`config.mk`:
```
export PLATFORM = sky130hd
export DESIGN_NAME = bprq_ram
export DESIGN_NICKNAME = d
export VERILOG_FILES = /design/src/sv/bprq_ram.sv
export SDC_FILE = /design/constraint.sdc
export NUM_CORES = 1
export LEC_CHECK = 0
export BUFFER_PORTS_ARGS = -buffer_cell sky130_fd_sc_hd__buf_2
export CAP_MARGIN = 20
export CORE_MARGIN = 3
export CORE_UTILIZATION = 40
export CTS_CLUSTER_SIZE = 8
export DETAILED_ROUTE_END_ITERATION = 8
export HOLD_SLACK_MARGIN = 0.02
export SLEW_MARGIN = 30
export SYNTH_ARGS = -nofsm -noshare
export SYNTH_HDL_FRONTEND = slang
export SYNTH_SLANG_ARGS = --single-unit
```
`constraint.sdc`:
```
create_clock -name i_clk -period 4.1 [get_ports i_clk]
set_input_delay 0.205 -clock i_clk [delete_from_list [all_inputs] [get_ports i_clk]]
set_output_delay 0.205 -clock i_clk [all_outputs]
set_load 0.01 [all_outputs]
```
`src/sv/bprq_ram.sv`:
```
`timescale 1ns / 1ps
// ----------------------------------------------------------------------------
// bprq_ram: generic simple dual-port RAM
// One write port and one read port, registered read data.
// ----------------------------------------------------------------------------
module bprq_ram #(
    parameter int WIDTH = 8,
    parameter int DEPTH = 16
) (
    input  logic                     i_clk,
    input  logic                     i_we,
    input  logic [$clog2(DEPTH)-1:0] i_waddr,
    input  logic [WIDTH-1:0]         i_wdata,
    input  logic [$clog2(DEPTH)-1:0] i_raddr,
    output logic [WIDTH-1:0]         o_rdata
);
    logic [WIDTH-1:0] r_mem [DEPTH];

    // write and register read
    always_ff @(posedge i_clk) begin
        if (i_we) begin
            r_mem[i_waddr] <= i_wdata;
        end
        o_rdata <= r_mem[i_raddr];
    end
endmodule

```
==> metrics.md <==
| Metric | Value |
|---|---|
| EDFF count, synth | 128 |
| Family with the most delay on the worst path | simple AND/OR/NAND/NOR gates |
| Final setup vio count | 0 |
| TritonRoute pass-1 iters | 5 |
| Crit-path cells | buf_2, or3b_2, nor3_2 |
| Mapped cell area | 0.005147 mm2 |
| Placed Area | 0.005424 mm2 |
| Relative slew margins | 36.80% |
| RSZ-0062 raised after global routing | no |
| Sequential share of power | 48.6% |
| Power Density | 533.9 mW/mm2 |
| Buf+Inv Stages, Crit Path | 1 |
| R2R cell count | 3 |
| Reg2reg end | o_rdata[2] |
| Library cell used as clock root buffer | clkbuf_16 |
| Total core area | 0.01231 mm2 |
| CP Depth | 3 |
| Syn-to-layout area delta | 17.16% |
| GRT Resource Usage Total | 14.47% |
| Seq/Total Area, Yosys | 77.78% |
| R2r setup slk | 2690 ps |
| Fin crit period | 1496 ps |
| Max Freq | 0.6685 GHz |
| Final Max Slew Viols | 0 |
| Gpl congestion | 0.7320 |
| WP data required | 4130 ps |
| Hold WC Path Type | in2reg |
| Leakage dissipation | 2.006 nW |
| Filler instances | 1,001 |
| Top_reg_cell synth | edfxtp_1 |
| Status | finished, final reports clean |
| Vias | 2,351 |
| TritonCTS Buffers | 17 |
| P_sw | 0.0006261 W |
| Worst Path Max Fanout | 8 |
| Buffers on Ports | 25 |
| Clk sinks | 136 |
| Critical path's slowest cell | nor3_2 |
| Overall routed net length | 9.564 mm |
| Max Cap Viol | 0 |
| Routed len/inst | 21.44 um |
| Global-route wire length before repair | 14.77 mm |
| Post-DP HPWL | 5.864 mm |
| Die Y-Extent | 119.4 um |
| CP Launch Point | i_waddr[2] |
| Remaining antenna violation count after routing | 0 |
| CTS Hold Bufs | 0 |
| Vias in the first global route | 2,433 |
| Critical Path Sink Type | flop |
| Layout cells sized above 1 | 28.42% |
| Initial antenna violation count | 0 |
| Logic pwr share | 4.3% |
| Switching share of power | 19.45% |
| Max IR drop VDD | 313.6 uV |
| Unique masters post-synth | 19 |
| Worst flop-to-flop path startpoint | r_mem[1][2] |
| Crit share post-route | 36.49% |
| Synth Area per Inst | 22.48 um2 |
| Cells after Synth | 229 |
| Vias/cell | 5.271 |
| DRC viols | 0 |
| Crit Path Class | in2reg |
| FFs w/ async S/R, synth | 0% |
| Post_cts resized | 0 |
| Reg clk slew, reported paths | 60 ps |
| Worst Skew | 6.820 ps |
| Final Hold Fails | 0 |
| Worst EP arrival | 1520 ps |
| FF+latch count, synth | 136 |
| Clock network fraction of total power | 47.1% |
| Pin count of the biggest net entering global routing | 33 |
| Ports | 26 |
| CTS tree | yes |
| Postcts setup bufs | 0 |
| Clock Tree Buf Depth | 2 |
| Clk_lat worst skew | 410 ps |
| Post-Syn Nets | 247 |
| Ant diodes | 0 |
| Tot Pwr | 0.003220 W |
| Pint | 0.002593 W |
| Nets | 283 |
| Fin area | 0.006031 mm2 |
| DRT iter0 DRCs | 236 |
| Total Neg Setup Slack | 0 ps |
| Initial Utilization | 41.81% |
| Hold WS | 190.1 ps |
| CP Launch Type | input pin |
| Die area | 0.01427 mm2 |
| H-tree lvl count | 4 |
| Die width | 119.4 um |
| Rows | 40 |
| Slew @ Worst Pin | 944.5 ps |
| YS warnings | 0 |
| Critical path endpoint | r_mem[0][5] |
| GR Overflow Total | 0 |
| CP max stage delay | 670 ps |
==> synth_stat cells (2+ instances only) <==
master	number	area (um2)
dfxtp_1	8	160.2
buf_6	3	33.78
nand2b_1	2	12.51
buf_2	3	15.01
nor3_1	4	20.02
a22oi_1	16	120.1
nand3b_1	2	15.01
mux4_1	14	367.9
edfxtp_1	128	3844
nor2_1	13	48.80
mux4_2	18	405.4
nand2_1	9	33.78
clkdlybuf4s25_2	3	30.03
==> metrics by stage <==
step | cells | utilization, % | setup WS, ps
6_report | 446 | 48.98 | 2604
3_5_place_dp | 414 | 44.05 | 2158
4_1_cts | 446 | 48.96 | 2588
5_1_grt | 446 | 48.98 | 2475
2_1_floorplan | 229 | - | 2402
3_3_place_gp | 414 | 43.99 | 1781
==> state kept, by name, summed over array words and instances, names as in the netlist <==
name / cells
r_mem: 128
o_rdata: 8
==> layer usage <==
layer / vias up / GRT usage, % / wire, um
li1: 1048 / - / -
met1: 1244 / 19.07 / 4332
met2: 49 / 22.32 / 4676
met3: 10 / 4.938 / 416
met4: 0 / 5.583 / 138
met5: - / 0 / 0
==> cells in the final DEF, fill, tap and decap left out <==
master	n
nor2_2	1
and2b_1	1
clkinv_2	4
bufinv_16	3
dfxtp_1	8
clkinvlp_4	1
edfxtp_1	128
buf_2	24
clkinv_4	2
nand3b_1	2
clkbuf_16	17
inv_6	1
and2_1	1
a22oi_1	16
nand2b_1	2
mux4_1	14
mux4_2	18
nor2b_1	1
nand2_1	9
nor2_1	12
clkinv_1	2
clkbuf_8	2
nor3_1	2
or3b_2	1
buf_4	3
nor3_2	2
nand3_1	1
==> layout make-up <==
cell class	count	area [um2]	area share, %
clock inverter	13	151.4	2.510
sequential	136	4004	66.39
timing repair buffer	27	142.6	2.365
clock buffer	19	452.9	7.510
tap	168	210.2	3.485
multi-input combinational	83	1070	17.74
==> worst min path at each step <==
stage                     startpoint  slack, ps  cells past startpoint     endpoint
final                     i_wdata[2]        190                      1  r_mem[1][2]
after CTS                 i_wdata[5]        170                      1  r_mem[6][5]
after global routing      i_wdata[2]        190                      1  r_mem[0][2]
after global placement    i_wdata[5]        590                      1  r_mem[7][5]
after floorplan           i_wdata[0]        300                      0  r_mem[0][0]
after detailed placement  o_rdata[5]        600                      1   o_rdata[5]
==> cells by family after synthesis <==
family                 after synthesis  share of synthesized area [%]
AOI/OAI and AO/OA                   16                          2.334
buffers and inverters               10                          1.677
DFF                                136                          77.78
muxes                               32                          15.02
and+or+nand+nor                     35                          3.184
==> power by group through the flow <==
stage	logic, W	registers, W	clock network [W]
3_3_place_gp	0.000138	0.00159	0
2_1_floorplan	0.0000789	0.00159	0
4_1_cts	0.000141	0.00156	0.00154
6_report	0.000138	0.00156	0.00152
3_5_place_dp	0.000141	0.00159	0
5_1_grt	0.000151	0.00157	0.00162
No activity file was read; power rests on OpenSTA's default activity.
